### src/hdl/newton_integer_square_root_defines.svh
// Assertion macros for the integer square root block.
`ifndef NEWTON_INTEGER_SQUARE_ROOT_DEFINES_SVH
`define NEWTON_INTEGER_SQUARE_ROOT_DEFINES_SVH
`ifndef ASSERT_OFF
`define ASSERT_IMPLIES(label, clock, rstn, ante, cons) \
    label: assert property (@(posedge clock) disable iff (!rstn) (ante) |-> (cons)) \
        else $error("assertion failed: implication");
`define ASSERT_NEXT(label, clock, rstn, ante, cons) \
    label: assert property (@(posedge clock) disable iff (!rstn) (ante) |=> (cons)) \
        else $error("assertion failed: next cycle");
`else
`define ASSERT_IMPLIES(label, clock, rstn, ante, cons)
`define ASSERT_NEXT(label, clock, rstn, ante, cons)
`endif
`endif

### src/hdl/nisr_pkg.sv
// Shared widths, constants and sequencer state type for the integer square root block.
package nisr_pkg;

    localparam int RADICAND_W             = 32;
    localparam int ROOT_W                 = 16;
    localparam int NBITS_W                = $clog2(RADICAND_W + 1);
    localparam int BIT_CNT_W              = $clog2(RADICAND_W);
    localparam int MAX_ITERATIONS_DEFAULT = 5;
    localparam logic [ROOT_W-1:0] ROOT_MAX = {ROOT_W{1'b1}};

    typedef enum logic [3:0] {
        ST_IDLE   = 4'b0001,
        ST_COUNT  = 4'b0010,
        ST_DIVIDE = 4'b0100,
        ST_UPDATE = 4'b1000
    } state_t;

endpackage

### src/hdl/newton_integer_square_root.sv
// Newton-Raphson integer square root with a shared bit-serial divider.
// A radicand is taken when s_tready is high (the sequencer is idle); the root is
// held in an output register, so a new radicand may enter while the previous root
// still waits on m_tready. After acceptance the sequencer counts nbits, the count
// of significant bits of the radicand (bit-serial count, one bit a cycle), then
// runs k Newton steps (1 to MAX_ITERATIONS); each step is a pass of the shared
// restoring divider, one quotient bit per cycle, then an update. The final update
// waits for the previous root to leave the output register before it loads the
// new root and raises m_tvalid.
`include "newton_integer_square_root_defines.svh"

module newton_integer_square_root #(
    parameter int MAX_ITERATIONS = nisr_pkg::MAX_ITERATIONS_DEFAULT
) (
    input  logic                           clk,
    input  logic                           rst_n,
    input  logic                           s_tvalid,
    output logic                           s_tready,
    input  logic [nisr_pkg::RADICAND_W-1:0] s_tdata,  // [31:0] radicand
    output logic                           m_tvalid,
    input  logic                           m_tready,
    output logic [nisr_pkg::ROOT_W-1:0]     m_tdata   // [15:0] root
);

    import nisr_pkg::*;

    localparam int ITER_W = $clog2(MAX_ITERATIONS + 1);

    state_t                 state_reg, state_next;
    logic [RADICAND_W-1:0]  radicand_reg, radicand_next;
    logic [RADICAND_W-1:0]  work_reg, work_next;
    logic [RADICAND_W-1:0]  quo_reg, quo_next;
    logic [ROOT_W-1:0]      rem_reg, rem_next;
    logic [ROOT_W-1:0]      est_reg, est_next;
    logic [NBITS_W-1:0]     nbits_reg, nbits_next;
    logic [BIT_CNT_W-1:0]   bit_cnt_reg, bit_cnt_next;
    logic [ITER_W-1:0]      iter_reg, iter_next;
    logic                   m_tvalid_reg, m_tvalid_next;
    logic [ROOT_W-1:0]      root_reg, root_next;

    logic                   in_xact;
    logic                   out_free;
    logic [NBITS_W-2:0]     seed_shift;
    logic [ROOT_W-1:0]      seed;
    logic [ROOT_W:0]        rem_shift;
    logic                   sub_ok;
    logic [ROOT_W:0]        rem_diff;
    logic [RADICAND_W:0]    step_sum;
    logic [RADICAND_W-1:0]  step_half;
    logic [ROOT_W-1:0]      step_val;
    logic [ROOT_W-1:0]      step_diff;
    logic                   step_stop;

    assign s_tready = (state_reg == ST_IDLE);
    assign in_xact  = s_tvalid && s_tready;
    assign out_free = !m_tvalid_reg || m_tready;
    assign m_tvalid = m_tvalid_reg;
    assign m_tdata  = root_reg;

    assign seed_shift = nbits_reg[NBITS_W-1:1];
    assign seed       = (seed_shift == (NBITS_W-1)'(ROOT_W)) ? ROOT_MAX
                        : ROOT_W'(1) << seed_shift[$clog2(ROOT_W)-1:0];

    assign rem_shift = {rem_reg, quo_reg[RADICAND_W-1]};
    assign rem_diff  = rem_shift - {1'b0, est_reg};
    assign sub_ok    = (rem_shift >= {1'b0, est_reg});

    assign step_sum  = {1'b0, quo_reg} + (RADICAND_W+1)'(est_reg);
    assign step_half = step_sum[RADICAND_W:1];
    assign step_val  = (|step_half[RADICAND_W-1:ROOT_W]) ? ROOT_MAX
                       : step_half[ROOT_W-1:0];
    assign step_diff = (est_reg > step_val) ? (est_reg - step_val) : (step_val - est_reg);
    assign step_stop = (step_diff <= ROOT_W'(1)) || (step_val == '0)
                       || (iter_reg == ITER_W'(MAX_ITERATIONS - 1));

    always_comb
    begin
        state_next    = state_reg;
        radicand_next = radicand_reg;
        work_next     = work_reg;
        quo_next      = quo_reg;
        rem_next      = rem_reg;
        est_next      = est_reg;
        nbits_next    = nbits_reg;
        bit_cnt_next  = bit_cnt_reg;
        iter_next     = iter_reg;
        m_tvalid_next = m_tvalid_reg && !m_tready;
        root_next     = root_reg;
        case (state_reg)
            ST_IDLE:
            begin
                if (in_xact)
                begin
                    radicand_next = s_tdata;
                    work_next     = s_tdata;
                    nbits_next    = '0;
                    state_next    = ST_COUNT;
                end
            end
            ST_COUNT:
            begin
                if (work_reg != '0)
                begin
                    work_next  = work_reg >> 1;
                    nbits_next = nbits_reg + NBITS_W'(1);
                end
                else
                begin
                    est_next     = seed;
                    quo_next     = radicand_reg;
                    rem_next     = '0;
                    bit_cnt_next = '0;
                    iter_next    = '0;
                    state_next   = ST_DIVIDE;
                end
            end
            ST_DIVIDE:
            begin
                rem_next     = sub_ok ? rem_diff[ROOT_W-1:0] : rem_shift[ROOT_W-1:0];
                quo_next     = {quo_reg[RADICAND_W-2:0], sub_ok};
                bit_cnt_next = bit_cnt_reg + BIT_CNT_W'(1);
                if (bit_cnt_reg == BIT_CNT_W'(RADICAND_W - 1))
                begin
                    state_next = ST_UPDATE;
                end
            end
            ST_UPDATE:
            begin
                if (step_stop)
                begin
                    if (out_free)
                    begin
                        root_next     = step_val;
                        m_tvalid_next = 1'b1;
                        state_next    = ST_IDLE;
                    end
                end
                else
                begin
                    est_next     = step_val;
                    quo_next     = radicand_reg;
                    rem_next     = '0;
                    bit_cnt_next = '0;
                    iter_next    = iter_reg + ITER_W'(1);
                    state_next   = ST_DIVIDE;
                end
            end
            default:
            begin
                state_next = ST_IDLE;
            end
        endcase
    end

    always_ff @(posedge clk or negedge rst_n)
    begin
        if (!rst_n)
        begin
            state_reg    <= ST_IDLE;
            m_tvalid_reg <= 1'b0;
        end
        else
        begin
            state_reg    <= state_next;
            m_tvalid_reg <= m_tvalid_next;
        end
    end

    always_ff @(posedge clk)
    begin
        radicand_reg <= radicand_next;
        work_reg     <= work_next;
        quo_reg      <= quo_next;
        rem_reg      <= rem_next;
        est_reg      <= est_next;
        nbits_reg    <= nbits_next;
        bit_cnt_reg  <= bit_cnt_next;
        iter_reg     <= iter_next;
        root_reg     <= root_next;
    end

    `ASSERT_NEXT(a_accept_starts_count, clk, rst_n, in_xact, state_reg == ST_COUNT)
    `ASSERT_IMPLIES(a_divisor_nonzero, clk, rst_n, state_reg == ST_DIVIDE, est_reg != '0)
    `ASSERT_IMPLIES(a_remainder_below_divisor, clk, rst_n,
                    state_reg == ST_DIVIDE || state_reg == ST_UPDATE, rem_reg < est_reg)

endmodule
### config.mk
export PLATFORM = sky130hd
export DESIGN_NAME = newton_integer_square_root
export DESIGN_NICKNAME = d
export VERILOG_FILES = /design/src/hdl/nisr_pkg.sv /design/src/hdl/newton_integer_square_root.sv
export VERILOG_INCLUDE_DIRS = /design/src /design/src/hdl
export SDC_FILE = /design/constraint.sdc
export NUM_CORES = 1
export LEC_CHECK = 0
export BUFFER_PORTS_ARGS = -buffer_cell sky130_fd_sc_hd__buf_2
export CAP_MARGIN = 0
export CORE_ASPECT_RATIO = 2
export CORE_UTILIZATION = 45
export CTS_CLUSTER_SIZE = 16
export DETAILED_ROUTE_END_ITERATION = 10
export GPL_TIMING_DRIVEN = 0
export PLACE_DENSITY = 0.68
export SLEW_MARGIN = 20
export SYNTH_ARGS = -nofsm -noshare
export SYNTH_HDL_FRONTEND = slang
export SYNTH_SLANG_ARGS = --single-unit
### constraint.sdc
create_clock -name clk -period 16.7 [get_ports clk]
set_input_delay 0.835 -clock clk [delete_from_list [all_inputs] [get_ports clk]]
set_output_delay 0.835 -clock clk [all_outputs]
set_load 0.02 [all_outputs]
# Word level (Yosys, flattened, before mapping)
# Index checks and enable logic that the tools add are counted.
# classes
shift	1
eq_ne	13
n_addsub	7
magnitude_cmp	3
reduce_logical	19
muxes	34
# op_table
op	n
2-to-1 mux 16 bit	8
2-to-1 mux 32 bit	4
one-hot mux 32 bit (3 select lines)	1
one-hot mux 32 bit (2 select lines)	1
one-hot mux 16 bit (3 select lines)	1
subtractor 16 bit	3
adder 32 x 16 -> 33 bit	1
one-hot mux 16 bit (2 select lines)	1
nonzero test 32 bit	1
2-to-1 mux 4 bit	5
>= comparator 17 x 16 -> 1 bit	1
greater-than comparator 16 bit	1
less-or-equal comparator 16 x 1 -> 1 bit (second input constant)	1
logical NOT 16 bit	1
one-hot mux 4 bit (4 select lines)	1
OR reduction 16 bit	1
left shift 1 x 4 -> 16 bit (first input constant)	1
one-hot mux 5 bit (3 select lines)	1
2-to-1 mux 6 bit	2
one-hot mux 6 bit (2 select lines)	1
AND reduction 3 bit	4
equality test 5 bit (second input constant)	2
2-to-1 mux 5 bit	2
!= test 2 bit (second input constant)	4
20 further kinds	28
# totals
elab_cells	88
regBits	163
output_inout_bits	18
inputBits	36

# Depth between registers and ports, before layout
# Gate-level depths: netlist of run 1.
# depth
depth_word	10
depth_mapped	27
ltp_nobuf	26

# Worst setup path after synthesis of run 1
# No wires, ideal clock.
# synth_path
path_type	flip-flop to flip-flop
startpoint	reg est_reg[1]
endpoint	reg bit_cnt_reg[0], enable pin
synth_period_minus_slack_ns	8.775
required_time_ns	16.204
setup_ns	0.496
path_stages_with_launch	28
arrival_time_ns	8.280
slack_ns	7.925
path_buffers	2
cell_sequence	edfxtp_1 -> inv_1 -> fa_1 -> nor2b_1 -> o31ai_1 -> a21o_1 -> a41oi_1 -> nor2_1 -> o2bb2ai_1 -> o21ai_0 -> or4_1 -> nor4_2 -> clkbuf_2 -> and2b_1 -> inv_1 -> ha_1 -> buf_4 -> nand4_1 -> nor4_4 -> nor2b_1 -> o21ai_1 -> a21oi_1 -> or3_1 -> and4_1 -> o21ai_0 -> or4_4 -> nand3_1 -> a31oi_1
# synth_between
elab_chain_len	10
elab_cells_between_ends	13
classes_between	3 x add/sub; 2 x order compare; 1 x eq/ne; 2 x mux; 5 x reduce/logical
# synth_lines
item	line_no	text
start, declared	newton_integer_square_root.sv:34	logic [ROOT_W-1:0] est_reg, est_next;
start signal, assigned	newton_integer_square_root.sv:175	est_reg <= est_next;
adder 32 x 16 -> 33 bit (*)	newton_integer_square_root.sv:68	assign step_sum = {1'b0, quo_reg} + (RADICAND_W+1)'(est_reg);
OR reduction 16 bit	newton_integer_square_root.sv:70	assign step_val = (|step_half[RADICAND_W-1:ROOT_W]) ? ROOT_MAX
2-to-1 mux 16 bit (*)	newton_integer_square_root.sv:70	
via step_val[6]	newton_integer_square_root.sv:50	logic [ROOT_W-1:0] step_val;
subtractor 16 bit or greater-than comparator 16 bit (tied branches)	newton_integer_square_root.sv:72	assign step_diff = (est_reg > step_val) ? (est_reg - step_val) : (step_val - est_reg);
2-to-1 mux 16 bit	newton_integer_square_root.sv:72	
less-or-equal comparator 16 x 1 -> 1 bit	newton_integer_square_root.sv:73	assign step_stop = (step_diff <= ROOT_W'(1)) || (step_val == '0)
logical OR 1 bit (*)	newton_integer_square_root.sv:73	
logical OR 1 bit (*)	newton_integer_square_root.sv:74	|| (iter_reg == ITER_W'(MAX_ITERATIONS - 1));
!= test 2 bit (no source line) (*)	n/a	
AND reduction 3 bit (no source line) (*)	n/a	
end signal, assigned	newton_integer_square_root.sv:177	bit_cnt_reg <= bit_cnt_next;
end, declared	newton_integer_square_root.sv:36	logic [BIT_CNT_W-1:0] bit_cnt_reg, bit_cnt_next;
# Mark *: on every way through the listed nets, which the timed path passes. The rest lies on a longest branch.
# A chain may end at the register's enable or synchronous reset.

# Worst setup path in the final report of run 1
# layout_path
startpoint	reg est_reg[1]
endpoint	reg root_reg[14], in the netlist m_tdata[14], enable pin
# layout_between
elab_chain_len	9
elab_cells_between_ends	12
classes_between	3 x add/sub; 2 x order compare; 2 x mux; 5 x reduce/logical
# layout_lines
item	line_no	text
adder 32 x 16 -> 33 bit (*)	newton_integer_square_root.sv:68	
OR reduction 16 bit	newton_integer_square_root.sv:70	
2-to-1 mux 16 bit (*)	newton_integer_square_root.sv:70	
via step_val[6]	newton_integer_square_root.sv:50	
subtractor 16 bit or greater-than comparator 16 bit (tied branches)	newton_integer_square_root.sv:72	
2-to-1 mux 16 bit	newton_integer_square_root.sv:72	
less-or-equal comparator 16 x 1 -> 1 bit	newton_integer_square_root.sv:73	
logical OR 1 bit (*)	newton_integer_square_root.sv:73	
logical OR 1 bit (*)	newton_integer_square_root.sv:74	
AND reduction 3 bit (no source line) (*)	n/a	
end signal, assigned	newton_integer_square_root.sv:179	root_reg <= root_next;
end, declared	newton_integer_square_root.sv:39	logic [ROOT_W-1:0] root_reg, root_next;
# Marked as above.

==> impl_metrics.ini, run 1 <==
[yosys]
synth_area_leaders = edfxtp_1 (45%), nand2_1 (8.6%), ha_1 (7.9%)
yosys.area.top_type = edfxtp_1
ys.flop_type = edfxtp_1
synth_top_area_share_pct = 45.0
synth_fp_nets = 1212
ys.warnings.count = 0
synth.most_common_cell = nand2_1
yosys-top-cells-count = nand2_1 (241), edfxtp_1 (158), a21oi_1 (73)
postSynthCellCount = 1105
ys_seq_area_share_pct = 46.2
synth_edf_count = 158
synth_cell_types = 80
syn_area_um2 = 10500
yosys_register_bits = 163
async_flop_share_pct = 3.07
synth.avg_cell_area_um2 = 9.55

[pwr]
p_leak_nw = 5.07
vdd_drop_max_v = 0.0000794
power-per-cell-area_nw_per_um2 = 72.6
power_w = 0.000865

[sta]
relSlewSlack_pct = 37.0
finalHoldViolCount = 0
rsz0062_at_grt = false
finalSetupViolCount = 0
finalClockSkew_ns = 0.00744
fin_setup_tns_ns = 0
fmax_mhz = 104
period_minus_slack_ns = 9.57
post-route-period-util_pct = 57.3
worstMarginPinSlew_ns = 0.936
drv_slew = 0

[critical_path]
r2r_setup_slack_ns = 7.13
cp_slowest_cell = nor4_2
r2r_start = est_reg[1]$_DFFE_PP_
worstPathArrival_ns = 9.64
path_buf_inv = 4
cp-startpoint = est_reg[1]$_DFFE_PP_
required_ns = 16.76
start_kind = flop
crit_path_end_kind = flop
cp_max_fo = 16
crit_type = reg -> reg
slowest_delay_ns = 0.76
path_delay_family = simple AND/OR/NAND/NOR gates

[global_route]
antenna_found_initial = 0
first_global_vias = 8770
grt_max_degree = 35
grtUsageMet2_pct = 48.9
groute.usage.overall_pct = 26.3
use_met3_pct = 4.32
grt_pass1_wl_um = 46000
met1_usage_pct = 23.3
grt_overflow = 0
grt_busiest_layer = met2

[finish]
syn_to_final_growth_pct = 13.1
nFillCells = 2158
diodes = 0
final_nets = 1290
drive_gt1_share_pct = 10.6

[flow_run]
cap_viol_max_count = 0

[cts]
cts_tree = done
hold_buffers = 0
cts_htree_levels = 4
cts_root_buffer = clkbuf_16
clk_pin_slew_ns = 0.06
post_cts_buffers = 0
clockBufferDepth = 2
numClockSinks = 163
post_cts_resized = 0
clock_latency_ns = 0.44
numCtsBuffers = 17

[floorplan]
start_util_pct = 46.2
die_area_um2 = 24100
die_w_um = 110
core_um2 = 22800
die_height_um = 219
rows = 78
pin_count = 54

[route]
num_vias = 8509
route.detailed.drc = 0
antenna_left = 0
finalWirelength_um = 29700
dr.pass1.iters = 5
first_iter_violations = 454
wl_per_cell_um = 20.1
viasPerCell = 5.77

[placement]
port_buffers = 53
dp_hpwl_um = 23900
gp_congestion = 0.988

[hold_path]
min_path_type = in -> async

[status]
outcome = finished clean
stage by stage:
stage	area (µm²)	cells	hold WS, ns	utilization [%]	worst slack (ns)
final	11900	1475	0.212	52.2	7.13
after global routing	11900	1475	0.198	52.2	6.69
after CTS	11900	1475	0.194	52.2	7.31
after detailed placement	11300	1444	0.499	49.5	7.31
after global placement	11200	1438	0.495	48.9	4.52
after floorplan	10500	1105	0.491	-	7.92
report_power, final:
group          internal (W)              switching [W]
logic            0.00000442                 0.00000466
registers          0.000444  0.00000000000000000000435
clock network      0.000250                   0.000162
path summary, 6_finish.rpt:
path	to	depth (start not counted)
max	m_tdata[14]$_DFFE_PP_	27
min	m_tvalid$_DFF_PN0_	1
min reg2reg	quo_reg[4]$_DFFE_PP_	2
min in group clk	quo_reg[4]$_DFFE_PP_	2
max reg2reg	m_tdata[14]$_DFFE_PP_	27
max in group asynchronous	state_reg[0]$_DFFE_PN1P_	1
area by class of cell:
type,count,area [µm²],share of cell area (%)
well taps,280,350,2.94
plain buffers,41,188,1.57
clock buffers,19,433,3.63
repair buffers,59,374,3.14
inverters,50,188,1.57
multi-input cells,851,5340,44.8
clock inverters,12,180,1.51
flip-flops and latches,163,4870,40.8
cells by family after synthesis:
logic type      synth area share [%]
simple gates                    22.3
flops                           46.2
xor+xnor                        3.82
compound gates                  13.9
fa+ha+maj                       8.71
mux                             1.61
buf+inv                         3.56
layer usage:
layer / vias up / wire length, µm
met5: - / 0
met4: 0 / 2740
met3: 131 / 807
met2: 245 / 16400
met1: 3973 / 9720
li1: 4160 / -
cells in the final DEF (no fill, tap or decap), drive strengths merged, types with 5 or more instances in the layout:
master,n
mux2i,17
or3,10
nand3b,5
a21o,21
nor2b,17
o21a,15
xor2,19
or4,6
nor3,15
nor4,17
o21ai,44
a21oi,73
and2,18
o31ai,9
and2b,6
xnor2,27
clkbuf,49
and3,11
nor2,70
inv,52
ha,67
a31oi,12
nand2,241
nand2b,10
nand3,31
edfxtp,158
nand4,18
buf,70
a211oi,8
worst register-to-register path, stage by stage (launching register included):
cell and delay [ns]:
edfxtp_1 0.50, inv_1 0.21, fa_1 0.46, nor2b_1 0.19
o31ai_1 0.15, a21o_1 0.26, a41oi_1 0.44, nor2_1 0.16
o2bb2ai_1 0.21, o21ai_0 0.11, or4_1 0.56, nor4_2 0.76
clkbuf_2 0.38, and2b_1 0.26, inv_1 0.11, ha_1 0.28
buf_4 0.17, nand4_1 0.25, nor4_4 0.43, nor2b_1 0.11
o21ai_1 0.45, nand2_1 0.32, nor3_1 0.29, o221ai_1 0.15
or4_1 0.51, or4_4 0.57, nand2_1 0.18, and2_1 0.75
No activity file was read; power rests on OpenSTA's default activity.
==> run 2: changes to the inputs <==
Clock period 16.7 ns to 9.3 ns, I/O delays scaled along.
==> run 2 against run 1 <==
- final area up 0.27%
- core utilization up 0.14 points
- clock power up 80%
- critical path depth up 2
- worst hold slack better by 0.0012 ns
- sequential cell count unchanged
- total power up 80%
- register-to-register slack worse by 6.7 ns
- cell count about the same
- via count up 0.36%
- non-clock buffer count up 1
- setup slack worse by 6.7 ns
==> impl_metrics.ini, run 2 (synthesis gave the netlist of run 1 again) <==
[route]
wl_per_cell_um = 20.0
route.detailed.drc = 0
viasPerCell = 5.79
num_vias = 8540
finalWirelength_um = 29600
dr.pass1.iters = 5
antenna_left = 0
first_iter_violations = 420

[cts]
clock_latency_ns = 0.44
numClockSinks = 163
cts_tree = done
cts_root_buffer = clkbuf_16
clk_pin_slew_ns = 0.06
clockBufferDepth = 2
cts_htree_levels = 4
numCtsBuffers = 17

[placement]
placed_area_um2 = 11300
gp_congestion = 0.988
port_buffers = 53
dp_hpwl_um = 23900
dp_cells = 1444

[critical_path]
reg2reg_depth = 29
r2r_setup_slack_ns = 0.43
start_kind = flop
cp_slowest_cell = or4_4
worstPathArrival_ns = 9.06
cp_common_cell = nand3_1
required_ns = 9.50
slowest_delay_ns = 0.56
cp_max_fo = 23
crit_type = reg -> reg
crit_path_end_kind = flop

[finish]
nFillCells = 2157
final_cells = 1476
final_area_um2 = 12000
final_nets = 1291
mostFrequentLayoutCells = nand2_1 (241), edfxtp_1 (158), a21oi_1 (73)
fin_util_pct = 52.4
drive_gt1_share_pct = 10.9
syn_to_final_growth_pct = 13.4
diodes = 0
final_common_cell = nand2_1

[floorplan]
die_area_um2 = 24100
rows = 78
start_util_pct = 46.2
die_w_um = 110
pin_count = 54
die_height_um = 219
core_um2 = 22800

[pwr]
power_w = 0.00156
vdd_drop_max_v = 0.000142
power-per-cell-area_nw_per_um2 = 130
p_leak_nw = 5.08

[global_route]
antenna_found_initial = 0
grt_max_degree = 35
grt_overflow = 0
grt_pass1_wl_um = 46000
groute.usage.overall_pct = 26.3
first_global_vias = 8775

[sta]
drv_slew = 0
finalClockSkew_ns = 0.00812
rsz0062_at_grt = false
post-route-period-util_pct = 95.3
period_minus_slack_ns = 8.87
finalSetupViolCount = 0
finalHoldViolCount = 0
relSlewSlack_pct = 32.0
fmax_mhz = 113
fin_setup_tns_ns = 0
worstMarginPinSlew_ns = 1.01

[status]
outcome = finished clean

[hold_path]
min_path_cells = 1
min_path_type = in -> reg

[flow_run]
cap_viol_max_count = 0
==> run 2: layout make-up <==
| class | instances | area (µm²) | share of cell area (%) |
|---|---|---|---|
| Multi-Input combinational cell | 851 | 5370 | 44.9 |
| Sequential cell | 163 | 4870 | 40.7 |
| Clock buffer | 19 | 433 | 3.62 |
| Timing Repair Buffer | 60 | 384 | 3.21 |
| Tap cell | 280 | 350 | 2.93 |
| Buffer | 41 | 188 | 1.57 |
| Inverter | 50 | 188 | 1.57 |
| Clock inverter | 12 | 180 | 1.51 |
==> run 2: where the power goes <==
part	leakage (nW)	switching, W	total (W)	internal (W)
sequential	1.50	0.00000000000000000000782	0.000798	0.000798
clock	0.294	0.000294	0.000742	0.000449
combinational	3.28	0.00000839	0.0000166	0.00000821
==> run 2: routing by layer <==
layer  share of wire, %  GRT usage (%)  vias up
li1                   -              -     4159
met1                 33           23.3     4012
met2                 55           49.0      235
met3                2.7           4.32      134
met4                9.5           22.4        0
met5                  0              0        -
==> run 2: worst paths after layout <==
check,end,start
max in group asynchronous,state_reg[0]$_DFFE_PN1P_,rst_n
max reg2reg,quo_reg[20]$_DFFE_PP_,est_reg[1]$_DFFE_PP_
min,radicand_reg[18]$_DFFE_PP_,s_tdata[18]
min in group asynchronous,m_tvalid$_DFF_PN0_,rst_n
min reg2reg,quo_reg[4]$_DFFE_PP_,radicand_reg[4]$_DFFE_PP_
max,quo_reg[20]$_DFFE_PP_,est_reg[1]$_DFFE_PP_
==> run 2: what timing repair did <==
item	CTS	global route
setup endpoints to repair	16	70
hold endpoints to repair	4	0
hold buffers	1	0
setup buffers	0	0
resized for setup	1	4
==> run 2: critical path: cells and delay by family, from the launching register on <==
family                   cells  cell delay, ns
AO/OA/AOI/OAI                8            2.32
XOR/XNOR                     1            0.16
adder cells (fa/ha/maj)      2            0.53
AND/OR/NAND/NOR             12            3.69
buffers and inverters        6            1.36
flip-flops                   1            0.51
==> run 2: per-stage QoR <==
stage | hold WS [ns] | worst slack (ns)
detailed placement | 0.298 | -0.0882
global route | 0.199 | 0.179
global placement | 0.296 | -2.88
CTS | 0.192 | 0.199
finish | 0.213 | 0.434
floorplan | 0.169 | 0.525
==> run 3: changes to the inputs <==
Settings changed: ABC_AREA from default to 1, CAP_MARGIN 0 to 20, PLACE_DENSITY 0.68 to 0.67, SETUP_SLACK_MARGIN from default to 0.1.
==> run 3 against run 2 <==
- the flow now finishes with violations (design-rule violations)
- die area up 7.7%
- combinational power grew to 100 times the previous value
- synthesized cell count rose by 38%
- non-clock buffer count decreased by 11
- total power rose by 130%
- setup slack improved by 2.1 ns
- critical path type unchanged
==> impl_metrics.ini, run 3 <==
[cts]
post_cts_resized = 0
cts_tree = done
cts_htree_levels = 4
numClockSinks = 163
numCtsBuffers = 17
clockBufferDepth = 2
clk_pin_slew_ns = 0.07
cts_root_buffer = clkbuf_16
clock_latency_ns = 0.46

[global_route]
grt_overflow = 0
first_global_vias = 10200
groute.usage.overall_pct = 28.4
antenna_found_initial = 0
grt_max_degree = 28
grt_pass1_wl_um = 53000

[sta]
fmax_mhz = 147
worstMarginPinSlew_ns = 1.04
finalSetupViolCount = 0
fin_ws_ns = 2.51
relSlewSlack_pct = 29.9
rsz0062_at_grt = false
finalClockSkew_ns = 0.0116
fin_setup_tns_ns = 0
period_minus_slack_ns = 6.79
hold_slack_ns = 0.190
post-route-period-util_pct = 73.0
drv_slew = 0
finalHoldViolCount = 0

[critical_path]
worstPathArrival_ns = 6.96
start_kind = flop
crit_type = reg -> reg
path_delay_family = simple AND/OR/NAND/NOR gates
path_buf_inv = 9
slowest_delay_ns = 0.63
cp_max_fo = 24
cp_common_cell = nand2_1
cp_slowest_cell = edfxtp_1
required_ns = 9.46
r2r_setup_slack_ns = 2.51
crit_path_end_kind = flop

[floorplan]
rows = 82
die_w_um = 114
die_area_um2 = 26000
core_um2 = 24900
start_util_pct = 45.6
pin_count = 54
die_height_um = 227

[pwr]
netSwitchingPower_w = 0.00161
power.share.combinational_pct = 46.0
p_leak_nw = 6.19
power-per-cell-area_nw_per_um2 = 282
p_clk_share_pct = 19.3
p_int_w = 0.00201
seqPwrFrac_pct = 34.6
sw_frac_of_total_pct = 44.5
vdd_drop_max_v = 0.000201

[status]
violations = design-rule violations
outcome = finished, violations left

[flow_run]
cap_viol_max_count = 0

[hold_path]
min_path_type = in -> reg

[route]
viasPerCell = 5.17
num_vias = 10100
first_iter_violations = 422
finalWirelength_um = 34700
antenna_left = 0
wl_per_cell_um = 17.8
route.detailed.drc = 1
dr.pass1.iters = 8

[yosys]
synth_top_area_share_pct = 41.7
yosys-top-cells-count = nand2_1 (554), inv_1 (233), edfxtp_1 (158)
yosys_register_bits = 163
synth.avg_cell_area_um2 = 7.46
postSynthCellCount = 1525
yosys.area.top_type = edfxtp_1
synth_edf_count = 158
ys_seq_area_share_pct = 42.8
syn_area_um2 = 11400
ys.flop_type = edfxtp_1
synth_cell_types = 45
synth.most_common_cell = nand2_1
synth_fp_nets = 1632
ys.warnings.count = 0
async_flop_share_pct = 3.07
synth_area_leaders = edfxtp_1 (42%), nand2_1 (18%), inv_1 (7.7%)

[placement]
dp_hpwl_um = 28700
gp_congestion = 1.06
port_buffers = 53
placed_area_um2 = 12200
dp_slack_ns = 2.60
dp_cells = 1920

[finish]
final_area_um2 = 12800
diodes = 0
drive_gt1_share_pct = 8.10
final_nets = 1711
final_common_cell = nand2_1
syn_to_final_growth_pct = 12.6
mostFrequentLayoutCells = nand2_1 (554), inv_1 (233), edfxtp_1 (158)
final_cells = 1953
[run 3: cell types whose count changed after synthesis, sizes merged, moves of 18 or more]
| cell | change |
|---|---|
| and2 | -18 |
| a21o | -21 |
| nand3 | +47 |
| inv | +188 |
| o21ai | +21 |
| nand2 | +322 |
| nor2 | +67 |
[run 3: through the flow]
step,util [%],total power (W)
floorplan,-,0.00237
global placement,48.4,0.00286
detailed placement,49.0,0.00292
CTS,51.3,0.00362
global route,51.4,0.00387
finish,51.4,0.00362
[run 3: power by group through the flow]
stage               sequential, W  clock, W  combinational (W)
CTS                       0.00125  0.000710            0.00166
global placement          0.00129         0            0.00157
finish                    0.00125  0.000699            0.00166
detailed placement        0.00126         0            0.00165
global route              0.00127  0.000735            0.00187
floorplan                 0.00122         0            0.00115
[run 3: repair_timing]
item / CTS / global route
endpoints found under the hold margin: 5 / 0
hold buffers: 1 / 0
setup buffers: 0 / 0
[run 3: kinds of logic (layout without fill, tap and decap cells)]
kind of cell             count (synthesis)  after routing  share of synthesized area [%]
adder cells (fa/ha/maj)                 71             71                           8.07
buffers and inverters                  271            363                           9.08
AO/OA/AOI/OAI                          157            157                           7.59
AND/OR/NAND/NOR                        832            832                           30.1
flip-flops                             163            163                           42.8
XOR/XNOR                                31             31                           2.39
[run 3: layout make-up]
class	instances	area (µm²)
clock inverters	13	141
plain buffers	30	129
inverters	241	905
clock buffers	19	433
well taps	336	420
repair buffers	60	393
multi-input cells	1091	5520
flip-flops and latches	163	4870
fillers	2502	12100
[run 3: routing by layer]
layer	global-route usage (%)	share of wire [%]	vias up
met5	0	0	-
met4	30.7	12	0
met3	4.30	3.0	151
met2	53.8	54	252
met1	23.1	31	4630
li1	-	-	5069
[run 3: worst paths after layout]
check,from,cells past startpoint,endpoint
max,est_reg[1]$_DFFE_PP_,38,rem_reg[15]$_SDFFCE_PN0P_
min,s_tdata[5],1,radicand_reg[5]$_DFFE_PP_
max reg2reg,est_reg[1]$_DFFE_PP_,38,rem_reg[15]$_SDFFCE_PN0P_
min reg2reg,radicand_reg[13]$_DFFE_PP_,2,quo_reg[13]$_DFFE_PP_
max in group asynchronous,rst_n,2,state_reg[0]$_DFFE_PN1P_
min in group asynchronous,rst_n,2,m_tvalid$_DFF_PN0_
